## src/hdl/buffer_frame_table_replacer_macros.svh

```systemverilog
// assertion helpers for the frame table
`ifndef BUFFER_FRAME_TABLE_REPLACER_MACROS_SVH
`define BUFFER_FRAME_TABLE_REPLACER_MACROS_SVH
// implication checked on every clock edge outside reset
`define BFTR_ASSERT_IMP(label, ante, cons, msg) \
  label: assert property (@(posedge clk) disable iff (!rst_n) (ante) |-> (cons)) \
    else $error(msg);
// next-cycle implication checked outside reset
`define BFTR_ASSERT_NXT(label, ante, cons, msg) \
  label: assert property (@(posedge clk) disable iff (!rst_n) (ante) |=> (cons)) \
    else $error(msg);
`endif

```

## src/hdl/bftr_pkg.sv

```systemverilog
`default_nettype none
package bftr_pkg;
  localparam logic [1:0] OP_PIN   = 2'd0;
  localparam logic [1:0] OP_UNPIN = 2'd1;
  localparam logic [1:0] OP_DIRTY = 2'd2;

  localparam logic [2:0] ST_HIT     = 3'd0;
  localparam logic [2:0] ST_LOADED  = 3'd1;
  localparam logic [2:0] ST_EVICTED = 3'd2;
  localparam logic [2:0] ST_PINNED  = 3'd3;
  localparam logic [2:0] ST_ABSENT  = 3'd4;

  localparam logic [7:0] PIN_MAX = 8'hFF;

  localparam logic [1:0] REG_POLICY = 2'd0;
  localparam logic [1:0] REG_FRAMES = 2'd1;
endpackage
`default_nettype wire

```

## src/hdl/bftr_scan.sv

```systemverilog
`default_nettype none
// walks the frame memory one entry per cycle while step is high: page match and oldest unpinned frame
module bftr_scan #(
  parameter int NUM_FRAMES = 16,
  parameter int PAGE_BITS  = 20,
  parameter int FW = $clog2(NUM_FRAMES)
) (
  input  wire logic                 clk,
  input  wire logic                 rst_n,
  input  wire logic                 clr,
  input  wire logic                 step,
  input  wire logic [FW-1:0]        idx,
  input  wire logic [PAGE_BITS-1:0] page,
  input  wire logic [PAGE_BITS-1:0] ent_page,
  input  wire logic [7:0]           ent_pins,
  input  wire logic [FW-1:0]        ent_rank,
  output logic                      hit_r,
  output logic [FW-1:0]             hit_idx_r,
  output logic                      vic_r,
  output logic [FW-1:0]             vic_idx_r
);
  logic [FW-1:0] vic_rank_r;
  logic hit_nxt, vic_nxt;
  logic [FW-1:0] hit_idx_nxt, vic_idx_nxt, vic_rank_nxt;

  always_comb begin
    hit_nxt = hit_r;
    hit_idx_nxt = hit_idx_r;
    vic_nxt = vic_r;
    vic_idx_nxt = vic_idx_r;
    vic_rank_nxt = vic_rank_r;
    if (clr) begin
      hit_nxt = 1'b0;
      vic_nxt = 1'b0;
    end else if (step) begin
      // first match wins
      if (!hit_r && ent_page == page) begin
        hit_nxt = 1'b1;
        hit_idx_nxt = idx;
      end
      if (ent_pins == 8'd0 && (!vic_r || ent_rank > vic_rank_r)) begin
        vic_nxt = 1'b1;
        vic_idx_nxt = idx;
        vic_rank_nxt = ent_rank;
      end
    end
  end

  always_ff @(posedge clk) begin
    if (!rst_n) begin
      hit_r <= 1'b0;
      vic_r <= 1'b0;
    end else begin
      hit_r <= hit_nxt;
      vic_r <= vic_nxt;
    end
    hit_idx_r <= hit_idx_nxt;
    vic_idx_r <= vic_idx_nxt;
    vic_rank_r <= vic_rank_nxt;
  end
endmodule
`default_nettype wire

```

## src/hdl/buffer_frame_table_replacer.sv

```systemverilog
`default_nettype none
// Frame table of a page buffer pool. Pulse start while busy is low with op and
// page_number; one result follows on out_* for a single cycle, marked by
// out_valid, and cannot be held off. With U the number of used frames, a request
// that changes a frame keeps busy high through a scan of the U used frames and a
// pass over all entries; one that leaves the table alone (not resident, all
// pinned, unused op) ends after the scan. One pass over the U used frames (one
// read port) finds the match and the victim, a second read-modify-write pass
// over all NUM_FRAMES entries updates ranks and the chosen frame. After reset a
// clearing pass over all NUM_FRAMES entries initializes the frame memory;
// configuration writes are taken during it.
`include "buffer_frame_table_replacer_macros.svh"
module buffer_frame_table_replacer #(
  parameter int NUM_FRAMES = 16,
  parameter int PAGE_BITS  = 20
) (
  input  wire logic                 clk,
  input  wire logic                 rst_n,
  input  wire logic                 start,
  output logic                      busy,
  input  wire logic [1:0]           in_op,
  input  wire logic [19:0]          in_page_number,
  output logic                      out_valid,
  output logic [2:0]                out_status,
  output logic [3:0]                out_frame,
  output logic                      out_fetch_needed,
  output logic                      out_write_back_valid,
  output logic [19:0]               out_write_back_page,
  output logic [7:0]                out_pin_count,
  output logic [31:0]               out_read_count,
  output logic [31:0]               out_write_count,
  input  wire logic                 psel,
  input  wire logic                 penable,
  input  wire logic                 pwrite,
  input  wire logic [2:0]           paddr,
  input  wire logic [31:0]          pwdata,
  output logic [31:0]               prdata,
  output logic                      pready
);
  localparam int FW = $clog2(NUM_FRAMES);
  localparam int CW = $clog2(NUM_FRAMES + 1);
  localparam int EW = PAGE_BITS + 8 + 1 + FW;

  localparam logic [2:0] S_CLEAR = 3'd0;
  localparam logic [2:0] S_IDLE  = 3'd1;
  localparam logic [2:0] S_SCAN  = 3'd2;
  localparam logic [2:0] S_DEC   = 3'd3;
  localparam logic [2:0] S_UPD   = 3'd4;
  localparam logic [2:0] S_OUT   = 3'd5;

  // entry: page, pins, dirty, rank
  logic [EW-1:0] mem [NUM_FRAMES];
  logic [EW-1:0] rd_r;
  logic [FW-1:0] raddr;
  logic          we;
  logic [FW-1:0] waddr;
  logic [EW-1:0] wdata;

  logic [2:0] state_r, state_nxt;
  logic [CW-1:0] cnt_r, cnt_nxt;
  logic rd_vld_r;
  logic [FW-1:0] rd_idx_r;
  logic [1:0] op_r;
  logic [PAGE_BITS-1:0] page_r;
  logic policy_r;
  logic [4:0] frames_r;
  logic [CW-1:0] used_r, used_nxt;
  logic [31:0] reads_r, reads_nxt, writes_r, writes_nxt;

  // decision
  logic [FW-1:0] tgt_r, tgt_nxt;
  logic [FW-1:0] trank_r, trank_nxt;
  logic reorder_r, reorder_nxt;
  logic [2:0] st_r, st_nxt;

  logic [PAGE_BITS-1:0] e_page;
  logic [7:0] e_pins;
  logic e_dirty;
  logic [FW-1:0] e_rank;
  assign {e_page, e_pins, e_dirty, e_rank} = rd_r;

  logic hit, vic;
  logic [FW-1:0] hit_idx, vic_idx;
  logic scan_clr, scan_step;

  logic [CW-1:0] limit;
  logic [4:0] lim5;
  always_comb begin
    lim5 = (frames_r == 5'd0) ? 5'd1 : frames_r;
    if ({1'b0, lim5} > 6'(NUM_FRAMES)) limit = CW'(NUM_FRAMES);
    else limit = CW'(lim5);
  end

  assign scan_clr = (state_r == S_IDLE) && start;
  assign scan_step = (state_r == S_SCAN) && rd_vld_r;

  bftr_scan #(.NUM_FRAMES(NUM_FRAMES), .PAGE_BITS(PAGE_BITS), .FW(FW)) u_scan (
    .clk, .rst_n, .clr(scan_clr), .step(scan_step), .idx(rd_idx_r), .page(page_r),
    .ent_page(e_page), .ent_pins(e_pins), .ent_rank(e_rank),
    .hit_r(hit), .hit_idx_r(hit_idx), .vic_r(vic), .vic_idx_r(vic_idx)
  );

  logic pin_op;
  assign pin_op = (op_r == bftr_pkg::OP_PIN);

  // output regs
  logic ov_r;
  logic [2:0] o_st_r;
  logic [FW-1:0] o_fr_r;
  logic o_fetch_r, o_wbv_r;
  logic [PAGE_BITS-1:0] o_wbp_r;
  logic [7:0] o_pins_r;
  logic set_out;
  logic o_fetch_nxt, o_wbv_nxt;
  logic [PAGE_BITS-1:0] o_wbp_nxt;
  logic [7:0] o_pins_nxt;

  always_comb begin
    state_nxt = state_r;
    cnt_nxt = cnt_r;
    raddr = cnt_r[FW-1:0];
    we = 1'b0;
    waddr = rd_idx_r;
    wdata = rd_r;
    used_nxt = used_r;
    reads_nxt = reads_r;
    writes_nxt = writes_r;
    tgt_nxt = tgt_r;
    trank_nxt = trank_r;
    reorder_nxt = reorder_r;
    st_nxt = st_r;
    set_out = 1'b0;
    o_fetch_nxt = 1'b0;
    o_wbv_nxt = 1'b0;
    o_wbp_nxt = '0;
    o_pins_nxt = 8'd0;
    case (state_r)
      S_CLEAR: begin
        we = 1'b1;
        waddr = cnt_r[FW-1:0];
        wdata = {{PAGE_BITS{1'b0}}, 8'd0, 1'b0, cnt_r[FW-1:0]};
        cnt_nxt = cnt_r + 1'b1;
        if (cnt_r == CW'(NUM_FRAMES - 1)) begin
          state_nxt = S_IDLE;
        end
      end
      S_IDLE: begin
        cnt_nxt = '0;
        if (start) begin
          state_nxt = S_SCAN;
        end
      end
      S_SCAN: begin
        // issue reads for frames below used_r, then decide
        if (cnt_r < used_r) begin
          cnt_nxt = cnt_r + 1'b1;
        end else if (!rd_vld_r) begin
          state_nxt = S_DEC;
        end
      end
      S_DEC: begin
        cnt_nxt = '0;
        reorder_nxt = 1'b0;
        state_nxt = S_UPD;
        if (hit && (op_r inside {bftr_pkg::OP_PIN, bftr_pkg::OP_UNPIN, bftr_pkg::OP_DIRTY})) begin
          tgt_nxt = hit_idx;
          st_nxt = bftr_pkg::ST_HIT;
          reorder_nxt = pin_op && policy_r;
        end else if (pin_op && used_r < limit) begin
          tgt_nxt = used_r[FW-1:0];
          st_nxt = bftr_pkg::ST_LOADED;
          reorder_nxt = 1'b1;
          used_nxt = used_r + 1'b1;
          reads_nxt = reads_r + 32'd1;
        end else if (pin_op && vic) begin
          tgt_nxt = vic_idx;
          st_nxt = bftr_pkg::ST_EVICTED;
          reorder_nxt = 1'b1;
          reads_nxt = reads_r + 32'd1;
        end else begin
          st_nxt = pin_op ? bftr_pkg::ST_PINNED : bftr_pkg::ST_ABSENT;
          state_nxt = S_OUT;
        end
        raddr = tgt_nxt;
      end
      S_UPD: begin
        // target read first to learn its rank, then all frames
        if (cnt_r <= CW'(NUM_FRAMES)) begin
          cnt_nxt = cnt_r + 1'b1;
          raddr = (cnt_r == '0) ? tgt_r : cnt_r[FW-1:0] - 1'b1;
        end
        if (rd_vld_r) begin
          if (cnt_r == CW'(1)) begin
            trank_nxt = e_rank;
            // target update
            we = 1'b1;
            waddr = tgt_r;
            set_out = 1'b1;
            if (st_r == bftr_pkg::ST_HIT) begin
              case (op_r)
                bftr_pkg::OP_PIN: begin
                  o_pins_nxt = (e_pins == bftr_pkg::PIN_MAX) ? e_pins : e_pins + 8'd1;
                  wdata = {e_page, o_pins_nxt, e_dirty, reorder_r ? {FW{1'b0}} : e_rank};
                end
                bftr_pkg::OP_UNPIN: begin
                  o_pins_nxt = (e_pins == 8'd0) ? e_pins : e_pins - 8'd1;
                  wdata = {e_page, o_pins_nxt, e_dirty, e_rank};
                end
                default: begin
                  o_pins_nxt = e_pins;
                  wdata = {e_page, e_pins, 1'b1, e_rank};
                end
              endcase
            end else begin
              o_fetch_nxt = 1'b1;
              o_pins_nxt = 8'd1;
              o_wbv_nxt = (st_r == bftr_pkg::ST_EVICTED) && e_dirty;
              o_wbp_nxt = o_wbv_nxt ? e_page : '0;
              if (o_wbv_nxt) writes_nxt = writes_r + 32'd1;
              wdata = {page_r, 8'd1, 1'b0, {FW{1'b0}}};
            end
          end else if (rd_idx_r != tgt_r && reorder_r && e_rank < trank_r) begin
            we = 1'b1;
            wdata = {e_page, e_pins, e_dirty, e_rank + 1'b1};
          end
          if (cnt_r == CW'(NUM_FRAMES + 1)) begin
            state_nxt = S_OUT;
          end
        end
      end
      S_OUT: begin
        if (!ov_r && !(st_r inside {bftr_pkg::ST_HIT, bftr_pkg::ST_LOADED,
                                    bftr_pkg::ST_EVICTED})) begin
          set_out = 1'b1;
        end
        state_nxt = S_IDLE;
      end
      default: state_nxt = S_IDLE;
    endcase
  end

  // the read issued in a cycle returns next cycle; track which entry it is
  logic issue;
  assign issue = ((state_r == S_SCAN) && cnt_r < used_r)
              || ((state_r == S_UPD) && cnt_r <= CW'(NUM_FRAMES));

  always_ff @(posedge clk) begin
    if (we) mem[waddr] <= wdata;
    rd_r <= mem[raddr];
  end

  always_ff @(posedge clk) begin
    if (!rst_n) begin
      state_r <= S_CLEAR;
      cnt_r <= '0;
      rd_vld_r <= 1'b0;
      used_r <= '0;
      reads_r <= '0;
      writes_r <= '0;
      policy_r <= 1'b1;
      frames_r <= 5'd16;
      ov_r <= 1'b0;
    end else begin
      state_r <= state_nxt;
      cnt_r <= cnt_nxt;
      rd_vld_r <= issue;
      used_r <= used_nxt;
      reads_r <= reads_nxt;
      writes_r <= writes_nxt;
      ov_r <= set_out;
      if (psel && penable && pwrite) begin
        if (paddr[2] == bftr_pkg::REG_POLICY[0]) policy_r <= pwdata[0];
        else frames_r <= pwdata[4:0];
      end
    end
    rd_idx_r <= raddr;
    tgt_r <= tgt_nxt;
    trank_r <= trank_nxt;
    reorder_r <= reorder_nxt;
    st_r <= st_nxt;
    if (state_r == S_IDLE && start) begin
      op_r <= in_op;
      page_r <= PAGE_BITS'(in_page_number);
    end
    if (set_out) begin
      o_st_r <= st_r;
      o_fr_r <= (st_r == bftr_pkg::ST_PINNED || st_r == bftr_pkg::ST_ABSENT) ? '0 : tgt_r;
      o_fetch_r <= o_fetch_nxt;
      o_wbv_r <= o_wbv_nxt;
      o_wbp_r <= o_wbp_nxt;
      o_pins_r <= o_pins_nxt;
    end
  end

  // the result leaves in the cycle after set_out, counters already final
  assign busy = (state_r != S_IDLE);
  assign out_valid = ov_r;
  assign out_status = o_st_r;
  assign out_frame = 4'(o_fr_r);
  assign out_fetch_needed = o_fetch_r;
  assign out_write_back_valid = o_wbv_r;
  assign out_write_back_page = 20'(o_wbp_r);
  assign out_pin_count = o_pins_r;
  assign out_read_count = reads_r;
  assign out_write_count = writes_r;
  assign pready = 1'b1;
  assign prdata = (paddr[2] == bftr_pkg::REG_FRAMES[0]) ? {27'd0, frames_r}
                                                       : {31'd0, policy_r};

  `BFTR_ASSERT_IMP(a_used_bound, 1'b1, used_r <= CW'(NUM_FRAMES), "used frames overflow")
  `BFTR_ASSERT_NXT(a_busy_after_start, state_r == S_IDLE && start, busy, "request not taken")
  `BFTR_ASSERT_IMP(a_fetch_load, out_valid && out_fetch_needed,
    out_status == bftr_pkg::ST_LOADED || out_status == bftr_pkg::ST_EVICTED, "bad fetch")
  `BFTR_ASSERT_IMP(a_wb_page, out_valid && !out_write_back_valid,
    out_write_back_page == 20'd0, "stray write-back page")
endmodule
`default_nettype wire

```

## config.mk

```make
export PLATFORM = sky130hd
export DESIGN_NAME = buffer_frame_table_replacer
export DESIGN_NICKNAME = d
export VERILOG_FILES = /design/src/hdl/bftr_pkg.sv /design/src/hdl/bftr_scan.sv /design/src/hdl/buffer_frame_table_replacer.sv
export VERILOG_INCLUDE_DIRS = /design/src /design/src/hdl
export SDC_FILE = /design/constraint.sdc
export NUM_CORES = 1
export LEC_CHECK = 0
export ABC_AREA = 1
export BUFFER_PORTS_ARGS = -buffer_cell sky130_fd_sc_hd__buf_2
export CAP_MARGIN = 10
export CORE_MARGIN = 3
export CORE_UTILIZATION = 65
export CTS_CLUSTER_SIZE = 40
export DETAILED_ROUTE_END_ITERATION = 7
export HOLD_SLACK_MARGIN = 0.15
export PLACE_DENSITY = 0.84
export SYNTH_ARGS = -nofsm -noshare
export SYNTH_HDL_FRONTEND = slang
export SYNTH_HIERARCHICAL = 1
export SYNTH_SLANG_ARGS = --single-unit
export TNS_END_PERCENT = 50
```

## constraint.sdc

```tcl
create_clock -name clk -period 8.2 [get_ports clk]
set_clock_uncertainty 0.15 [all_clocks]
set_input_delay 0 -clock clk [delete_from_list [all_inputs] [get_ports clk]]
set_output_delay 0 -clock clk [all_outputs]
set_load 0.1 [all_outputs]
```

==> results by group <==
Die
  – Floorplan die width: 234.0 um
  – Initial Utilization: 66.50%
  – Vert. Die Dim: 234.0 um
  – Die Footprint: 0.05473 mm2
  – Core area: 0.05079 mm2
  – Top-level I/O count: between 150 and 200
  – Num rows: 82

Detailed routing
  – First-pass iteration count of the detailed router: 6
  – Final wirelength: around 90000 um
  – Routed wire length per instance: 20.68 um
  – Antenna Violating Nets Remaining: 0
  – Number of vias per cell: 6.028
  – # DRC: 0
  – Number of vias after detailed routing: 26320
  – Starting DRT DRC Count: about 3500

Setup path
  – Worst flop-to-flop path endpoint: rd_r[10]
  – Slack of the worst reg-to-reg path: 2.62 ns
  – Sort of element at the start of the critical path: register
  – Gate family responsible for the most delay along the worst path: simple AND/OR/NAND/NOR gates
  – CP Cell Sequence: nor2_2 > nand2_1 > nand2_1 > o21ai_0 > nand3_1 > nand4_1 > nand2_8 > buf_4 > buf_4 > nand3_1 > nand3_1 > nand3_1 > nand3_1 > nand2_1
  – Cell with the largest stage delay on the worst path: sky130_fd_sc_hd__buf_4
  – Reg2reg start: op_r[1]
  – Data required time of the worst path: 8.52 ns
  – WP buf/inv: 2
  – Cell type with the highest occurrence count on the critical path: sky130_fd_sc_hd__nand3_1
  – Worst EP arrival: roughly 6 ns
  – Worst-case reg-to-reg path depth: 14
  – Kind of end point of the critical path: register
  – Critical setup path kind: register to register
  – Maximum fanout count along the critical path: 110
  – Peak per-stage delay on the critical path: 1.03 ns

Synth
  – Synth Area in Compound Gates: 3.693%
  – Yosys top cell area share: 54.32%
  – Summed instance area of the synthesized netlist: 0.03377 mm2
  – Fraction of synthesized area in multiplexers: 0%
  – Ys Warns: 6
  – Dominant cell type by area after synthesis: sky130_fd_sc_hd__edfxtp_1
  – Sequential share of the synthesized area: 61.67%
  – Fraction of the mapped netlist area in adder cells: 1.000%
  – Most frequently used flop master after synthesis: sky130_fd_sc_hd__edfxtp_1
  – Synthesized netlist cell count: 3447
  – Number of register bits inferred by synthesis: 735
  – EDFF count, synth: 611
  – Dominant combinational cell family by area after synthesis: simple AND/OR/NAND/NOR gates
  – Fraction of registers with async set or reset after synthesis: 0%
  – Number of library cell types mapped by synthesis: a little over 50
  – Xor and xnor area share after synthesis: 0.7780%
  – Average cell area after synthesis: 9.798 um2
  – Library cell with the highest instance count after synthesis: sky130_fd_sc_hd__nand3_1
  – Simple-gate portion of the synthesized area: 23.26%
  – Synth top area cells: sky130_fd_sc_hd__edfxtp_1 54%, sky130_fd_sc_hd__nand3_1 9.4%, sky130_fd_sc_hd__dfxtp_1 7.3%
  – Top cell types by occurrence after synthesis: 631 x sky130_fd_sc_hd__nand3_1, 611 x sky130_fd_sc_hd__edfxtp_1, 610 x sky130_fd_sc_hd__inv_1

Clock tree
  – TritonCTS Buffers: 73
  – Clock root buffer: sky130_fd_sc_hd__clkbuf_16
  – Clk pin slew, worst setup/hold paths: 0.06 ns
  – Maximum count of clock buffers along a single path: 3
  – Insertion delay to the later sink of the worst-skew pair: 0.64 ns
  – H-tree depth reported by CTS: 3
  – Clock Sinks: 735
  – Clock tree from TritonCTS: built

Min path
  – Hold Startpoint: pwrite
  – Terminating pin of the worst hold path: policy_r
  – Instance count along the most critical hold path: 5
  – Type of the worst min-delay path: primary input to register

STA
  – Final clock period utilization by the worst path: 68.10%
  – Tmin final: 5.584 ns
  – Max frequency: 179.1 MHz
  – Unrepaired setup endpoints after global routing: false
  – Final-report hold violation count: 0
  – Final TNS setup: 0 ns
  – Worst-Margin Slew: 1.234 ns
  – Total setup violations reported at the end of the flow: 0
  – Pins over their slew limit: 0
  – Worst slew margin relative to its limit: 17.38%
  – Smallest setup slack after layout: 2.616 ns

Pwr
  – Net Sw Frac: 37.07%
  – Leakage power of the design: about 16 nW
  – Maximum VDD drop: approximately 0.33 mV
  – Relative contribution of sequential cells to total power: 41.3%
  – Internal portion of total power: 7.914 mW
  – Sw Pwr: 4.663 mW
  – Total power per unit cell area: 329.0 mW/mm2
  – Proportion of power drawn by combinational gates: 32.4%
  – Clock network fraction of total power: approximately a quarter

GRT
  – Antenna violations before repair: 1
  – Maximum number of pins on one net before global-route repair: roughly 210
  – Number of global-route vias before repair: between 20000 and 30000
  – GRT overflow: 0
  – Global-route wire length before repair: 136200 um
  – GRT Util Overall: between 30% and 40%

Finish
  – Count of nets after finishing: 3724
  – Count of inserted antenna diode cells: 0
  – Area delta synth->final: 13.18%
  – Share of cells above drive strength 1: 10.34%

Placed design
  – # port buffers: 141
  – Final RePlAce weighted congestion: 0.9080
  – Final HPWL from detailed placement: about 47000 um
  – Placement-stage worst setup slack: 2.939 ns

Job
  – Max-Cap Viols: 0

Run status
  – Outcome: finished, final reports clean
-- area by class of cell --
| class | count | area (um2) |
|---|---|---|
| fill | 3035 | 12560 |
| clock buffer | 104 | 2108 |
| inverter | 618 | 2320 |
| tap | 672 | 840.8 |
| clock inverter | 31 | 251.5 |
| multi-input combinational | 1935 | 9992 |
| timing repair buffer | 271 | 1884 |
| sequential | 735 | 20830 |
-- how the worst max path moves through the flow --
stage                  start  slack, ns  cells after the start        end
floorplan           cnt_r[1]       4.47                      8  mem[0][0]
global placement     op_r[1]       3.10                     14    rd_r[7]
detailed placement   op_r[1]       2.94                     14   rd_r[10]
CTS                  op_r[1]       2.81                     14   rd_r[10]
global route         op_r[1]       2.35                     14   rd_r[10]
finish               op_r[1]       2.62                     14   rd_r[10]
-- power by group through the flow --
| stage | Clock (mW) | Combinational [mW] | Sequential (mW) |
|---|---|---|---|
| finish | 3.31 | 4.07 | 5.20 |
| floorplan | 0 | 2.72 | 5.20 |
| detailed placement | 0 | 3.85 | 5.26 |
| global placement | 0 | 3.75 | 5.24 |
| global route | 3.47 | 4.40 | 5.23 |
| CTS | 3.30 | 3.94 | 5.18 |
-- registers in the layout (all words and copies together), names as in the netlist, 5 cells and up --
signal               flops
cnt_r                    5
frames_r                 5
mem                    528
out_pin_count            8
out_read_count          32
out_write_back_page     20
out_write_count         32
page_r                  20
rd_r                    33
used_r                   5
-- kinds of logic (layout without fill, tap and decap cells) --
logic type	after synthesis	count (layout)
flip-flops	735	735
adder cells (fa/ha/maj)	27	27
XOR/XNOR	30	30
AND/OR/NAND/NOR	1634	1634
other	2	28
buffers and inverters	803	1024
AO/OA/AOI/OAI	216	216
-- repair_timing --
action / 4_1_cts / 5_1_grt
setup buffers: 0 / 0
hold endpoints to repair: 92 / 0
hold buffers: 71 / 0
gates resized for setup: 0 / 0
-- placed cells by master (no fill, tap or decap), types with 4 or more instances in the layout --
cell,synthesis,final
sky130_fd_sc_hd__nand3_1,631,631
sky130_fd_sc_hd__edfxtp_1,611,611
sky130_fd_sc_hd__inv_1,610,610
sky130_fd_sc_hd__nand2_1,559,556
sky130_fd_sc_hd__nor2_1,164,147
sky130_fd_sc_hd__buf_2,80,141
sky130_fd_sc_hd__nand3b_1,134,134
sky130_fd_sc_hd__dfxtp_1,124,124
sky130_fd_sc_hd__o21ai_0,79,78
sky130_fd_sc_hd__clkbuf_16,0,76
sky130_fd_sc_hd__a21oi_1,75,74
sky130_fd_sc_hd__dlygate4sd3_1,0,71
sky130_fd_sc_hd__buf_4,32,57
sky130_fd_sc_hd__nor3_1,51,51
sky130_fd_sc_hd__nand4_1,36,36
sky130_fd_sc_hd__conb_1,2,28
sky130_fd_sc_hd__ha_1,27,27
sky130_fd_sc_hd__nor2_4,6,24
sky130_fd_sc_hd__xor2_1,17,17
sky130_fd_sc_hd__clkinv_2,0,17
sky130_fd_sc_hd__clkbuf_1,69,17
sky130_fd_sc_hd__nor4_1,16,16
sky130_fd_sc_hd__xnor2_1,13,13
sky130_fd_sc_hd__nor2_2,11,10
sky130_fd_sc_hd__o211ai_1,10,10
sky130_fd_sc_hd__clkbuf_8,0,10
sky130_fd_sc_hd__inv_2,7,7
sky130_fd_sc_hd__o221ai_1,7,7
sky130_fd_sc_hd__o21ai_1,6,7
sky130_fd_sc_hd__clkinv_1,1,7
sky130_fd_sc_hd__nand3_2,6,6
sky130_fd_sc_hd__o21a_1,6,6
sky130_fd_sc_hd__nor3b_1,5,5
sky130_fd_sc_hd__a31oi_1,4,4
sky130_fd_sc_hd__nand2_4,2,4
sky130_fd_sc_hd__o22ai_1,4,4
sky130_fd_sc_hd__a211oi_1,4,4
-- worst register-to-register path, cell delays in order (launching register included) --
cell and delay, ns:
sky130_fd_sc_hd__edfxtp_1 0.49, sky130_fd_sc_hd__nor2_2 0.55, sky130_fd_sc_hd__nand2_1 0.36, sky130_fd_sc_hd__nand2_1 0.15, sky130_fd_sc_hd__o21ai_0 0.10, sky130_fd_sc_hd__nand3_1 0.11
sky130_fd_sc_hd__nand4_1 0.24, sky130_fd_sc_hd__nand2_8 0.46, sky130_fd_sc_hd__buf_4 0.85, sky130_fd_sc_hd__buf_4 1.06, sky130_fd_sc_hd__nand3_1 0.32, sky130_fd_sc_hd__nand3_1 0.19
sky130_fd_sc_hd__nand3_1 0.13, sky130_fd_sc_hd__nand3_1 0.15, sky130_fd_sc_hd__nand2_1 0.14
-- metal layers --
metal | vias to the layer above | share of wire (%) | global-route usage (%)
met4 | 0 | 5.9 | 17.56
met3 | 412 | 11 | 5.904
met1 | 12230 | 35 | 40.81
li1 | 11860 | - | -
met2 | 1817 | 48 | 54.26
met5 | - | 0 | 0
-- stage by stage --
step,cell area [um2],cells,total power [mW],hold WS (ns),util [%]
floorplan,33870,3473,7.922,-0.05113,-
global placement,35150,4159,8.984,0.02806,69.21
detailed placement,35150,4159,9.108,0.02920,69.21
CTS,38220,4365,12.42,0.1648,75.26
global route,38230,4366,13.10,0.2294,75.27
finish,38230,4366,12.58,0.2282,75.27
Note: power is estimated with default switching activity, not from simulation.
